$ cat config.mk
export PLATFORM = sky130hd
export DESIGN_NAME = lru_page_replacement_flat
export DESIGN_NICKNAME = d
export VERILOG_FILES = /design/src/hdl/lrupr_pkg.sv /design/src/hdl/lrupr_if.sv /design/src/hdl/lrupr_frame_cell.sv /design/src/hdl/lrupr_rank_cell.sv /design/src/hdl/lru_page_replacement.sv /design/src/flat_wrapper.sv
export VERILOG_INCLUDE_DIRS = /design/src /design/src/hdl
export SDC_FILE = /design/constraint.sdc
export NUM_CORES = 1
export LEC_CHECK = 0
export ABC_AREA = 1
export ABC_CLOCK_PERIOD_IN_PS = 10500
export BUFFER_PORTS_ARGS = -buffer_cell sky130_fd_sc_hd__buf_2
export CORE_MARGIN = 2
export CORE_UTILIZATION = 52
export DETAILED_ROUTE_END_ITERATION = 10
export GPL_ROUTABILITY_DRIVEN = 0
export GPL_TIMING_DRIVEN = 0
export PLACE_DENSITY_LB_ADDON = 0.15
export REMOVE_ABC_BUFFERS = 1
export SLEW_MARGIN = 40
export SYNTH_ARGS = -nofsm -noshare
export SYNTH_HDL_FRONTEND = slang
export SYNTH_SLANG_ARGS = --single-unit
$ cat constraint.sdc
create_clock -name clk_i -period 10.5 [get_ports clk_i]
set_clock_uncertainty 0.15 [all_clocks]
set_input_delay 0.525 -clock clk_i [delete_from_list [all_inputs] [get_ports clk_i]]
set_output_delay 0.525 -clock clk_i [all_outputs]
set_load 0.01 [all_outputs]
$ cat src/hdl/lru_page_replacement_defines.svh
// Assertion macros used by the lru_page_replacement design file.
`ifndef LRU_PAGE_REPLACEMENT_DEFINES_SVH
`define LRU_PAGE_REPLACEMENT_DEFINES_SVH

`ifndef SYNTHESIS

// Condition implies consequence in the same cycle.
`define LRUPR_ASSERT_NOW(lbl, clk, rstn, cond, cons) \
  lbl: assert property (@(posedge clk) disable iff (!rstn) (cond) |-> (cons)) \
    else $error("lru_page_replacement: check failed");

// Condition implies consequence in the next cycle.
`define LRUPR_ASSERT_NEXT(lbl, clk, rstn, cond, cons) \
  lbl: assert property (@(posedge clk) disable iff (!rstn) (cond) |=> (cons)) \
    else $error("lru_page_replacement: check failed");

`else

`define LRUPR_ASSERT_NOW(lbl, clk, rstn, cond, cons)
`define LRUPR_ASSERT_NEXT(lbl, clk, rstn, cond, cons)

`endif

`endif

$ cat src/hdl/lrupr_pkg.sv
`timescale 1ns / 1ps

package lrupr_pkg;

  localparam int CFG_W   = 4;
  localparam int SLOT_W  = 3;
  localparam int FAULT_W = 32;

  localparam logic [CFG_W-1:0] FRAMES_IN_USE_RST = 4'd8;

endpackage

$ cat src/hdl/lrupr_if.sv
`timescale 1ns / 1ps

interface lrupr_page_if #(
  parameter int PAGE_BITS = 16
) ();
  logic                 valid;
  logic                 ready;
  logic [PAGE_BITS-1:0] page;

  modport source (output valid, output page, input ready);
  modport sink   (input valid, input page, output ready);
endinterface

interface lrupr_result_if #(
  parameter int PAGE_BITS = 16
) ();
  logic                             valid;
  logic                             ready;
  logic                             hit;
  logic [lrupr_pkg::SLOT_W-1:0]     slot;
  logic                             evicted_valid;
  logic [PAGE_BITS-1:0]             evicted_page;
  logic [lrupr_pkg::FAULT_W-1:0]    fault_total;

  modport source (
    output valid, output hit, output slot, output evicted_valid,
    output evicted_page, output fault_total, input ready
  );
  modport sink (
    input valid, input hit, input slot, input evicted_valid,
    input evicted_page, input fault_total, output ready
  );
endinterface

$ cat src/hdl/lrupr_frame_cell.sv
`timescale 1ns / 1ps

module lrupr_frame_cell #(
  parameter int PAGE_BITS = 16,
  parameter int NW        = 4,
  parameter int IDX       = 0
) (
  input  logic                 clk_i,
  input  logic                 rst_ni,
  input  logic [NW-1:0]        n_i,
  input  logic [PAGE_BITS-1:0] page_i,
  input  logic                 wr_i,
  input  logic                 found_i,
  output logic                 found_o,
  output logic                 sel_o,
  output logic                 valid_o,
  output logic [PAGE_BITS-1:0] page_o
);

  logic [PAGE_BITS-1:0] page_q;
  logic                 valid_q;
  logic                 match;

  always_ff @(posedge clk_i) begin
    if (wr_i) begin
      page_q <= page_i;
    end
  end

  always_ff @(posedge clk_i or negedge rst_ni) begin
    if (!rst_ni) begin
      valid_q <= 1'b0;
    end else if (wr_i) begin
      valid_q <= 1'b1;
    end
  end

  assign match   = (NW'(IDX) < n_i) && valid_q && (page_q == page_i);
  assign sel_o   = match && !found_i;
  assign found_o = found_i || match;
  assign valid_o = valid_q;
  assign page_o  = page_q;

endmodule

$ cat src/hdl/lrupr_rank_cell.sv
`timescale 1ns / 1ps

module lrupr_rank_cell #(
  parameter int SW  = 3,
  parameter int NW  = 4,
  parameter int POS = 0
) (
  input  logic          clk_i,
  input  logic          rst_ni,
  input  logic          update_i,
  input  logic [SW-1:0] touch_slot_i,
  input  logic [SW-1:0] next_id_i,
  input  logic [NW-1:0] n_i,
  input  logic          tfound_i,
  output logic          tfound_o,
  input  logic          vfound_i,
  output logic          vfound_o,
  output logic          vsel_o,
  output logic [SW-1:0] id_o
);

  logic [SW-1:0] id_q;
  logic          cand;

  assign tfound_o = tfound_i || (id_q == touch_slot_i);

  // advance from the neighbor once the touched slot is at or below this position
  always_ff @(posedge clk_i or negedge rst_ni) begin
    if (!rst_ni) begin
      id_q <= SW'(POS);
    end else if (update_i && tfound_o) begin
      id_q <= next_id_i;
    end
  end

  assign cand     = NW'(id_q) < n_i;
  assign vsel_o   = cand && !vfound_i;
  assign vfound_o = vfound_i || cand;
  assign id_o     = id_q;

endmodule

$ cat src/hdl/lru_page_replacement.sv
`timescale 1ns / 1ps
// Channel    Dir  Payload                                                  Transfer
// page_i     in   page                                                     valid & ready
// result_o   out  hit, slot, evicted_valid, evicted_page, fault_total      valid & ready
// cfg        in   cfg_data_i (frames_in_use)                               cfg_we_i
//
// One reference is looked up and the frame and recency cells are updated in the cycle
// of its transfer; the result appears in the output register on the next cycle.
// Up to one reference per cycle; the rate is set by the single output register.
// page_i.ready drops only while a result is held and result_o.ready is low.
// Reset clears frame valid bits, fill count and fault count, sets the recency order
// to ascending slots and the frame count to eight.
`include "lru_page_replacement_defines.svh"

module lru_page_replacement #(
  parameter int FRAMES    = 8,
  parameter int PAGE_BITS = 16
) (
  input  logic                            clk_i,
  input  logic                            rst_ni,
  input  logic                            cfg_we_i,
  input  logic [lrupr_pkg::CFG_W-1:0]     cfg_data_i,
  lrupr_page_if.sink                      page_i,
  lrupr_result_if.source                  result_o
);

  localparam int SW = (FRAMES > 1) ? $clog2(FRAMES) : 1;
  localparam int FW = $clog2(FRAMES + 1);
  localparam int NW = (FW > lrupr_pkg::CFG_W) ? FW : lrupr_pkg::CFG_W;
  localparam int SLW = lrupr_pkg::SLOT_W;

  logic [lrupr_pkg::CFG_W-1:0]   cfg_q;
  logic [FW-1:0]                 filled_q;
  logic [lrupr_pkg::FAULT_W-1:0] fault_q;
  logic                          out_valid_q;
  logic                          hit_q;
  logic [SLW-1:0]                slot_q;
  logic                          ev_valid_q;
  logic [PAGE_BITS-1:0]          ev_page_q;

  logic                 accept;
  logic [NW-1:0]        n_w;
  logic                 fill;
  logic                 hit;
  logic [SW-1:0]        hit_slot;
  logic [SW-1:0]        victim;
  logic [SW-1:0]        tslot;
  logic                 ev_valid;
  logic [PAGE_BITS-1:0] ev_page;
  logic [SW+SLW-1:0]    slot_ext;
  logic [FRAMES-1:0]    perm;

  logic [FRAMES:0]      hchain;
  logic [FRAMES:0]      tchain;
  logic [FRAMES:0]      vchain;
  logic [FRAMES-1:0]    fsel;
  logic [FRAMES-1:0]    fvalid;
  logic [FRAMES-1:0]    vsel;
  logic [PAGE_BITS-1:0] fpage [FRAMES];
  logic [SW-1:0]        ids   [FRAMES];
  logic [SW-1:0]        nexts [FRAMES];

  assign page_i.ready = !out_valid_q || result_o.ready;
  assign accept       = page_i.valid && page_i.ready;

  always_comb begin
    if (cfg_q == '0) begin
      n_w = NW'(1);
    end else if (NW'(cfg_q) > NW'(FRAMES)) begin
      n_w = NW'(FRAMES);
    end else begin
      n_w = NW'(cfg_q);
    end
  end

  assign hchain[0] = 1'b0;
  assign tchain[0] = 1'b0;
  assign vchain[0] = 1'b0;

  for (genvar g = 0; g < FRAMES; g++) begin : g_cells
    lrupr_frame_cell #(
      .PAGE_BITS (PAGE_BITS),
      .NW        (NW),
      .IDX       (g)
    ) u_frame (
      .clk_i   (clk_i),
      .rst_ni  (rst_ni),
      .n_i     (n_w),
      .page_i  (page_i.page),
      .wr_i    (accept && !hit && (tslot == SW'(g))),
      .found_i (hchain[g]),
      .found_o (hchain[g+1]),
      .sel_o   (fsel[g]),
      .valid_o (fvalid[g]),
      .page_o  (fpage[g])
    );

    if (g == FRAMES - 1) begin : g_last
      assign nexts[g] = tslot;
    end else begin : g_mid
      assign nexts[g] = ids[g+1];
    end

    lrupr_rank_cell #(
      .SW  (SW),
      .NW  (NW),
      .POS (g)
    ) u_rank (
      .clk_i        (clk_i),
      .rst_ni       (rst_ni),
      .update_i     (accept),
      .touch_slot_i (tslot),
      .next_id_i    (nexts[g]),
      .n_i          (n_w),
      .tfound_i     (tchain[g]),
      .tfound_o     (tchain[g+1]),
      .vfound_i     (vchain[g]),
      .vfound_o     (vchain[g+1]),
      .vsel_o       (vsel[g]),
      .id_o         (ids[g])
    );
  end

  assign hit  = hchain[FRAMES];
  assign fill = NW'(filled_q) < n_w;

  always_comb begin
    hit_slot = '0;
    victim   = '0;
    perm     = '0;
    for (int i = 0; i < FRAMES; i++) begin
      if (fsel[i]) begin
        hit_slot = hit_slot | SW'(i);
      end
      if (vsel[i]) begin
        victim = victim | ids[i];
      end
      perm[ids[i]] = 1'b1;
    end
  end

  always_comb begin
    ev_valid = 1'b0;
    ev_page  = '0;
    if (hit) begin
      tslot = hit_slot;
    end else if (fill) begin
      tslot = filled_q[SW-1:0];
    end else begin
      tslot = victim;
      if (fvalid[victim]) begin
        ev_valid = 1'b1;
        ev_page  = fpage[victim];
      end
    end
  end

  assign slot_ext = {{SLW{1'b0}}, tslot};

  always_ff @(posedge clk_i or negedge rst_ni) begin
    if (!rst_ni) begin
      cfg_q <= lrupr_pkg::FRAMES_IN_USE_RST;
    end else if (cfg_we_i) begin
      cfg_q <= cfg_data_i;
    end
  end

  always_ff @(posedge clk_i or negedge rst_ni) begin
    if (!rst_ni) begin
      filled_q    <= '0;
      fault_q     <= '0;
      out_valid_q <= 1'b0;
    end else begin
      if (accept) begin
        out_valid_q <= 1'b1;
      end else if (result_o.ready) begin
        out_valid_q <= 1'b0;
      end
      if (accept && !hit) begin
        if (fault_q != '1) begin
          fault_q <= fault_q + 1'b1;
        end
        if (fill) begin
          filled_q <= filled_q + 1'b1;
        end
      end
    end
  end

  always_ff @(posedge clk_i) begin
    if (accept) begin
      hit_q      <= hit;
      slot_q     <= slot_ext[SLW-1:0];
      ev_valid_q <= ev_valid;
      ev_page_q  <= ev_page;
    end
  end

  assign result_o.valid         = out_valid_q;
  assign result_o.hit           = hit_q;
  assign result_o.slot          = slot_q;
  assign result_o.evicted_valid = ev_valid_q;
  assign result_o.evicted_page  = ev_page_q;
  assign result_o.fault_total   = fault_q;

  `LRUPR_ASSERT_NOW(a_hit_no_evict, clk_i, rst_ni, out_valid_q && hit_q, !ev_valid_q)
  `LRUPR_ASSERT_NEXT(a_accept_fills_out, clk_i, rst_ni, accept, out_valid_q)
  `LRUPR_ASSERT_NOW(a_order_is_perm, clk_i, rst_ni, 1'b1, &perm)
  `LRUPR_ASSERT_NEXT(a_fault_monotonic, clk_i, rst_ni, accept, fault_q >= $past(fault_q))

endmodule
$ cat src/flat_wrapper.sv
// flat-port wrapper written by rule: the top's interface ports become plain ports
module lru_page_replacement_flat 
#(
  parameter int FRAMES    = 8,
  parameter int PAGE_BITS = 16
)
  (clk_i, rst_ni, cfg_we_i, cfg_data_i, page_i_valid, page_i_page, page_i_ready, result_o_valid, result_o_hit, result_o_slot, result_o_evicted_valid, result_o_evicted_page, result_o_fault_total, result_o_ready);
  lrupr_page_if #(.PAGE_BITS(PAGE_BITS)) page_i_i ();
  lrupr_result_if #(.PAGE_BITS(PAGE_BITS)) result_o_i ();
  input  logic clk_i;
  input  logic rst_ni;
  input  logic cfg_we_i;
  input  logic [lrupr_pkg::CFG_W-1:0] cfg_data_i;
  input wire logic [$bits(page_i_i.valid)-1:0] page_i_valid;
  input wire logic [$bits(page_i_i.page)-1:0] page_i_page;
  output wire logic [$bits(page_i_i.ready)-1:0] page_i_ready;
  output wire logic [$bits(result_o_i.valid)-1:0] result_o_valid;
  output wire logic [$bits(result_o_i.hit)-1:0] result_o_hit;
  output wire logic [$bits(result_o_i.slot)-1:0] result_o_slot;
  output wire logic [$bits(result_o_i.evicted_valid)-1:0] result_o_evicted_valid;
  output wire logic [$bits(result_o_i.evicted_page)-1:0] result_o_evicted_page;
  output wire logic [$bits(result_o_i.fault_total)-1:0] result_o_fault_total;
  input wire logic [$bits(result_o_i.ready)-1:0] result_o_ready;
  assign page_i_i.valid = page_i_valid;
  assign page_i_i.page = page_i_page;
  assign page_i_ready = page_i_i.ready;
  assign result_o_valid = result_o_i.valid;
  assign result_o_hit = result_o_i.hit;
  assign result_o_slot = result_o_i.slot;
  assign result_o_evicted_valid = result_o_i.evicted_valid;
  assign result_o_evicted_page = result_o_i.evicted_page;
  assign result_o_fault_total = result_o_i.fault_total;
  assign result_o_i.ready = result_o_ready;
  lru_page_replacement #(.FRAMES(FRAMES), .PAGE_BITS(PAGE_BITS)) u_core (.clk_i(clk_i), .rst_ni(rst_ni), .cfg_we_i(cfg_we_i), .cfg_data_i(cfg_data_i), .page_i(page_i_i), .result_o(result_o_i));
endmodule
==> results.md, run 1 <==
* Final Instance Count excl. Fillers at 1840
* Core area at roughly 24000 µm²
* Antenna violations before repair at 0
* Final instance area at ~14000 µm²
* Critical Path Sink Type: register
* Hold Path Sink: u_core.cfg_q[2]
* Met2 usage at 42.1%
* Hold Path Stages at 3
* Flops & latches, synth at ~220
* Post-synth top flop: edfxtp_1
* Worst hold path class: primary input to register
* Area delta synth->final at 13.1%
* Post-layout min period at 5.44 ns
* Async SR Flop Fraction at between 30% and 40%
* Largest net degree at the start of global routing at 60
* Initial Util at roughly 52%
* Vias per cell at roughly 5.6
* Residual DRC at 0
* Syn Std Cell Area at 12600 µm²
* IO Pins at 80
* Die ar. at 25600 µm²
* Critical R2R Launch: u_core.cfg_q[3]
* P_sw at 1.64 mW
* CTS resizes at 0
* Area leader, netlist: edfxtp_1
* Hold Violations, Final at 0
* Worst setup SP type: register
* Combinational share of power at a little over two fifths
* Met3 Resource Use GR at under 10%
* Pleak at around 6.1 nW
* GRT Overall Usage at a little over a quarter
* Worst EP arrival at ~5.6 ns
* Slew headroom at about 53%
* Vias in the first global route at approximately 9.8k
* GRT overflow at 0
* Ant. Diodes at 0
* Final Cycle Share at between 50% and 60%
* Nets at 1544
* Clk sink count at around 220
* CP most frequent cell: nor2_1
* Vias post-DR at around 10k
* Netlist cell types at 51
* Sequential Power Share at about a third
* Highest clock rate at approximately 0.18 GHz
* CP max stage delay at ~0.68 ns
* CTS root buf: clkbuf_16
* CP required at between 10 and 15 ns
* Clk slew on worst S/H paths at about 0.060 ns
* Met1 usage at around 40%
* Worst path slowest cell: dfstp_2
* CP max FO at 36
* Global-route wire length before repair at about 55 mm
* Placed Instance Area at around 13000 µm²
* RSZ-0062 raised after global routing: no
* Clock Power Share at 23.3%
* EDFF count, synth at between 100 and 150
* Pre-antenna DRT Iters at 5
* Final WL at ~35 mm
* Max-Cap Viols at 0
* CTS Hold Bufs at 1
* CTS tree: yes
* Status: complete, no violations
* Clock Latency Late Sink at between 0.5 and 0.6 ns
* Detail Placement HPWL at between 20 and 25 mm
* # H-tree levels at 1
* Synth Instances at 1427
* Final setup viols at 0
* Clock Path Buffers at 3
* CTS buffer count at 25
* Busiest grt layer: met2
* Power Internal at ~2.2 mW
* Setup slack at placement at between 5 and 6 ns
* Placed Cells incl. Taps at approximately 1.8k
* Number of port buffers at ~80
* Maximum VDD drop at around 0.15 mV
* Fin Setup TNS at 0 ns
* Final slew viol count at 0
* Share of cells above drive strength 1 at 14.1%
* Worst reg2reg path depth at 21
* Slew @ Worst Pin at ~0.7 ns
* Worst hold start: cfg_data_i[2]
* Fillers at roughly 2.2k
* Iteration-0 DRC count of the detailed router at approximately 1.1k
* Synthesized area per cell at ~9 µm²
* Wire per inst at 19.0 µm
* Die width at roughly 160 µm
* Post-layout util at just under 60%
* Seq/Total Area, Yosys at roughly 50%
* Switching power share of the total at around 42%
* Worst setup margin at slightly above 5 ns
* Worst path cell trace: nor2_1 > inv_1 > ha_1 > inv_1 > nor2_1 > nand2_2 > nand2_4 > nand3_1 > nor2_1 > nor2_1 > nand3_1 > nor2_2 > nand3_4 > clkinv_2 > a21oi_1 > o21ai_0 > a21oi_1 > or2_2 > nand2_1 > inv_1 > o21a_1
* Postcts setup bufs at 0
* Critical path class: register to register
* Cell Rows at between 50 and 60
* Ys Warns at 0
* RR Endpoint: u_core.result_o.evicted_page[7]
* Die Ht at about 160 µm
* Crit. Startpoint: u_core.cfg_q[3]
* R2R Setup Slk at about 5 ns
* Area share of the largest cell type after synthesis at between 30% and 40%
* Power per cell area at between 200 and 300 nW/µm²
* Top post-synthesis cells by area: edfxtp_1 (35%), dfrtp_1 (12%), nand2_1 (7.1%)
* ANT nets after route at 0
[synth_stat cells (5+ instances only)]
| cell type | number |
|---|---|
| nor3b_1 | 5 |
| buf_4 | 5 |
| nand3_2 | 6 |
| o22ai_1 | 18 |
| nand2_2 | 10 |
| inv_1 | 182 |
| nor2_2 | 7 |
| o21ai_1 | 8 |
| ha_1 | 21 |
| clkbuf_1 | 14 |
| buf_2 | 18 |
| edfxtp_1 | 149 |
| nor3_1 | 28 |
| dfrtp_1 | 60 |
| nand3_1 | 59 |
| nor2_1 | 140 |
| nand2_1 | 240 |
| nand4_1 | 33 |
| nor4_1 | 26 |
| a21oi_1 | 77 |
| nand2_4 | 9 |
| nor2_4 | 5 |
| dfstp_2 | 13 |
| o21bai_1 | 5 |
| xor2_1 | 68 |
| o21ai_0 | 127 |
| inv_2 | 5 |
| or2_2 | 9 |
| xnor2_1 | 39 |
[cell families (layout without fill, tap and decap cells)]
kind of cell	Yosys count	after routing	synth area share, %
simple gates	594	594	22.6
fa+ha+maj	21	21	2.08
buf+inv	233	322	7.39
flops	222	222	50.0
xor+xnor	107	107	7.42
compound gates	250	250	10.5
[metrics by stage]
| step | total power, mW | hold slack (ns) |
|---|---|---|
| floorplan | 2.37 | 0.0794 |
| global placement | 2.86 | 0.307 |
| detailed placement | 2.94 | 0.213 |
| CTS | 3.85 | 0.0389 |
| global route | 4.10 | 0.0681 |
| finish | 3.86 | 0.0560 |
[cell usage in the layout (no fill, tap or decap), types with 3 or more instances in the layout]
cell type,count
dfrtp_1,60
nor3_1,28
o22ai_1,18
nand2_4,9
o21bai_1,5
inv_1,181
nand3_2,4
o21ai_0,126
inv_2,6
buf_2,78
nand2_2,10
nor2_4,13
nand4_4,3
or2_2,9
edfxtp_1,149
clkbuf_8,3
nor3b_1,5
o21a_1,4
ha_1,21
nor4_1,26
dfstp_2,13
nor2_1,132
clkinv_1,4
nand3_1,59
nor2_2,7
xor2_1,68
or2_1,4
xnor2_1,39
clkinvlp_4,3
nand3_4,3
clkbuf_16,27
nand2_1,240
a21oi_1,77
clkinv_2,6
buf_16,3
nand4_1,33
o21ai_1,8
[power by group through the flow]
stage                     logic, mW  registers, mW  clock network (mW)
after CTS                      1.63           1.31               0.914
after global routing           1.82           1.33               0.947
after detailed placement       1.61           1.33                   0
after floorplan                1.05           1.32                   0
after global placement         1.53           1.33                   0
final                          1.65           1.31               0.900
[layout make-up]
cell class                      instances  area, µm²  share of cell area [%]
Tap cell                              324        405                    2.84
Timing Repair Buffer                   86        537                    3.76
Clock inverter                         13        123                   0.858
Multi-Input combinational cell        972       5470                    38.2
Clock buffer                           32        724                    5.07
Inverter                              191        722                    5.05
Sequential cell                       222       6320                    44.2
[sequential cells by signal, indices dropped and copies added (netlist names), 3 cells and up]
name / flops
u_core.g_cells.u_frame.valid_o: 8
u_core.cfg_q: 4
u_core.result_o.fault_total: 32
u_core.g_cells.u_rank.id_o: 24
u_core.g_cells.u_frame.page_o: 128
u_core.filled_q: 4
u_core.result_o.evicted_page: 16
u_core.result_o.slot: 3
[per-layer routing]
metal,vias to the layer above,share of wire (%)
li1,4935,-
met1,4840,44
met3,65,8.9
met2,455,44
met5,-,0
met4,0,2.9
[worst max-delay path by stage]
stage,endpoint
2_1_floorplan,u_core.g_cells[6].u_frame.page_o[0]
3_3_place_gp,u_core.g_cells[6].u_frame.page_o[4]
3_5_place_dp,u_core.result_o.evicted_page[7]
4_1_cts,u_core.result_o.evicted_page[7]
5_1_grt,u_core.result_o.evicted_page[0]
6_report,u_core.result_o.evicted_page[7]
[worst max-delay path: cells and delay by family (launching register included)]
kind            cells  cell delay [ns]
compound gates      4             0.51
simple gates       12             2.11
flops               1             0.68
fa+ha+maj           1             0.32
buf+inv             4             1.39
No activity file was read; power rests on OpenSTA's default activity.
==> run 2: changes to the inputs <==
ABC_AREA = 0   (was 1)
ABC_CLOCK_PERIOD_IN_PS = 4500   (was 10500)
clock period = 4.5 ns   (was 10.5 ns; I/O delays follow)
==> run 2 against run 1 <==
Effect of this change:
- the run now ends with negative setup slack left
- worst hold slack worse by 0.031 ns
- design area up 8.5%
- synthesized area up 0.47%
- global-route usage up 0.53 points
- utilization up 4.9 points
- non-clock buffer count up 82
- count of clock-buffer cells in the layout down 3
- clock power up 120%
- worst setup slack worse by 5.1 ns
- flip-flop and latch count unchanged
- combinational power rose to 3.8 times the previous value
==> results.md, run 2 <==
* Hold Path Stages at 1
* CTS tree: yes
* CTS buffer count at 25
* Clock Path Buffers at 3
* Final slew viol count at 0
* Synthesized area per cell at around 11 µm²
* Max-Cap Viols at 0
* Pre-antenna DRT Iters at 5
* Nets at roughly 1.3k
* Residual DRC at 0
* Final Cycle Share at 101%
* # H-tree levels at 1
* Worst reg2reg path depth at 16
* CP required at 4.80 ns
* CP max FO at 5
* Number of port buffers at roughly 80
* RR Endpoint: u_core.g_cells[7].u_rank.id_o[2]
* Core area at between 20000 and 25000 µm²
* Netlist cell types at 94
* Largest net degree at the start of global routing at 58
* Cell with the most instances after synthesis: edfxtp_1
* Cell Rows at 57
* Ant. Diodes at 0
* Area delta synth->final at 22.2%
* Maximum VDD drop at between 0.4 and 0.5 mV
* Hold Violations, Final at 0
* Area share of the largest cell type after synthesis at 35.2%
* Register Area at ~6300 µm²
* Pleak at 5.87 nW
* Iteration-0 DRC count of the detailed router at 901
* Vias in the first global route at about 9.5k
* CP max stage delay at 0.51 ns
* Critical path class: register to register
* Clk sink count at approximately 220
* Placed Cells incl. Taps at 1487
* Status: complete, but fails checks
* Number of flip-flops in the largest register at between 100 and 150
* Detail Placement HPWL at between 20 and 25 mm
* CTS root buf: clkbuf_16
* Worst setup SP type: register
* Hold Path Sink: u_core.g_cells[2].u_frame.page_o[14]
* Async SR Flop Fraction at between 30% and 40%
* Share of cells above drive strength 1 at approximately a quarter
* Die ar. at 25700 µm²
* Top post-synthesis cells by count: edfxtp_1 (149), xnor2_1 (104), nand2_1 (87), xor2_1 (63), dfrtp_1 (60)
* Crit. Startpoint: u_core.cfg_q[3]
* Critical R2R Launch: u_core.cfg_q[3]
* Vias per cell at roughly 6.1
* Final WL at 36.0 mm
* GRT overflow at 0
* Flops & latches, synth at 222
* Ys Warns at 0
* Slew headroom at ~44%
* Worst setup margin at -0.0267 ns
* Failing checks: negative setup slack
* Fin Setup TNS at -0.111 ns
* Area leader, netlist: edfxtp_1
* Worst path slowest cell: or4b_4
* Wire per inst at about 23 µm
* Vias post-DR at 9758
* Critical Path Sink Type: register
* Clk slew on worst S/H paths at about 0.060 ns
* ANT nets after route at 0
* Final Instance Count excl. Fillers at ~1.6k
* Syn Std Cell Area at roughly 13000 µm²
* Worst hold start: page_i_page[14]
* RSZ-0062 raised after global routing: yes
* Worst hold path class: primary input to register
* IO Pins at 80
* Final setup viols at 6
* Pwr Total at between 10 and 15 mW
* Power per cell area at 751 nW/µm²
* Synth Instances at ~1.1k
* Initial Util at 52.5%
* Post-layout util at between 60 and 70%
* Top post-synthesis cells by area: edfxtp_1 (35%), dfrtp_1 (12%), xnor2_1 (7.2%)
* Commonest non-fill, non-tap cell in the layout: edfxtp_1
* GRT Overall Usage at 27.7%
* Worst EP arrival at ~4.8 ns
* Multi-input logic area at roughly 6500 µm²
* Delay-heaviest family, CP: simple AND/OR/NAND/NOR gates
* Die width at 160 µm
* Global-route wire length before repair at 54.9 mm
* R2R Setup Slk at -0.03 ns
* Post-synth top flop: edfxtp_1
* Slew @ Worst Pin at 0.842 ns
* Highest clock rate at ~0.22 GHz
* Antenna violations before repair at 0
* Leading cell types in the layout, fill and taps excluded: edfxtp_1 (149), xnor2_1 (103), nand2_1 (86), buf_2 (77), xor2_1 (63)
* Fillers at 1890
* Die Ht at approximately 160 µm
* Worst path bufs/invs at 2
* Worst path cell trace: nand2b_4 > ha_4 > or3_4 > o32a_1 > and3_1 > o22a_1 > a211oi_4 > buf_6 > or4b_4 > a21oi_2 > nor3_1 > nand3b_4 > nand2_1 > nor4_4 > buf_4 > mux2_1
* Seq/Total Area, Yosys at approximately half
* Clock Latency Late Sink at around 0.54 ns
* EDFF count, synth at roughly 150
* Post-layout min period at ~4.5 ns
## run 2: cell count changes after synthesis, moves of 33 or more
cell / previous run / this run
inv_1: 182 / 20
nand2_1: 240 / 87
o21ai_0: 127 / 27
nor2_1: 140 / 53
xnor2_1: 39 / 104
a21oi_1: 77 / 24
mux2i_1: 0 / 38
nand3_1: 59 / 26
## run 2: layout make-up
cell class	count	share of cell area [%]
Clock buffer	29	4.19
Clock inverter	14	0.992
Inverter	21	0.557
Multi-Input combinational cell	824	42.0
Sequential cell	222	40.8
Tap cell	324	2.61
Timing Repair Buffer	168	8.88
## run 2: power breakdown
| part | internal, mW | switching, mW | total, mW |
|---|---|---|---|
| combinational | 2.83 | 3.52 | 6.35 |
| clock | 1.20 | 0.818 | 2.02 |
| sequential | 2.82 | 0.462 | 3.28 |
## run 2: worst register-to-register path, cell delays in order, from the launching register on
cell and delay (ns):
dfstp_4 0.50, nand2b_4 0.23, ha_4 0.20, or3_4 0.34
o32a_1 0.43, and3_1 0.19, o22a_1 0.20, a211oi_4 0.31
buf_6 0.17, or4b_4 0.51, a21oi_2 0.16, nor3_1 0.10
nand3b_4 0.11, nand2_1 0.10, nor4_4 0.25, buf_4 0.19
mux2_1 0.32
## run 2: cell families after synthesis
kind of cell | Yosys count | share of synthesized area, %
flops | 222 | 49.8
buf+inv | 70 | 2.92
xor+xnor | 171 | 12.1
fa+ha+maj | 21 | 2.07
simple gates | 380 | 16.6
compound gates | 177 | 10.5
mux | 72 | 6.01
## run 2: routing by layer
metal | vias up | share of wire [%] | global-route usage, %
met5 | - | 0 | 0
met1 | 4818 | 42 | 36.9
li1 | 4467 | - | -
met3 | 86 | 5.8 | 3.32
met4 | 0 | 3.6 | 8.76
met2 | 387 | 48 | 47.5
## run 2: worst max path at each step
stage	depth (start not counted)	slack [ns]	to
2_1_floorplan	14	-2.21	u_core.g_cells[6].u_rank.id_o[1]
3_3_place_gp	12	-4.73	u_core.g_cells[4].u_frame.page_o[3]
3_5_place_dp	15	-1.50	u_core.g_cells[6].u_rank.id_o[2]
4_1_cts	16	-0.02	u_core.g_cells[6].u_rank.id_o[1]
5_1_grt	17	-0.13	u_core.g_cells[6].u_rank.id_o[1]
6_report	16	-0.03	u_core.g_cells[7].u_rank.id_o[2]
## run 2: metrics by stage
| step | setup slack, ns | hold WS, ns | cell area [µm²] |
|---|---|---|---|
| floorplan | -2.21 | -0.221 | 12400 |
| global placement | -4.73 | 0.283 | 13200 |
| detailed placement | -1.50 | -0.0752 | 13600 |
| CTS | -0.0158 | 0.0138 | 15100 |
| global route | -0.134 | 0.0354 | 15500 |
| finish | -0.0267 | 0.0251 | 15500 |
## run 2: what timing repair did
| action | CTS | global route |
|---|---|---|
| setup buffers | 27 | 18 |
| hold buffers | 26 | 0 |
| hold endpoints to repair | 181 | 0 |
| gates cloned | 1 | 2 |
| pin swaps | 15 | 25 |
| setup endpoints to repair | 180 | 135 |
| gates resized for setup | 46 | 46 |
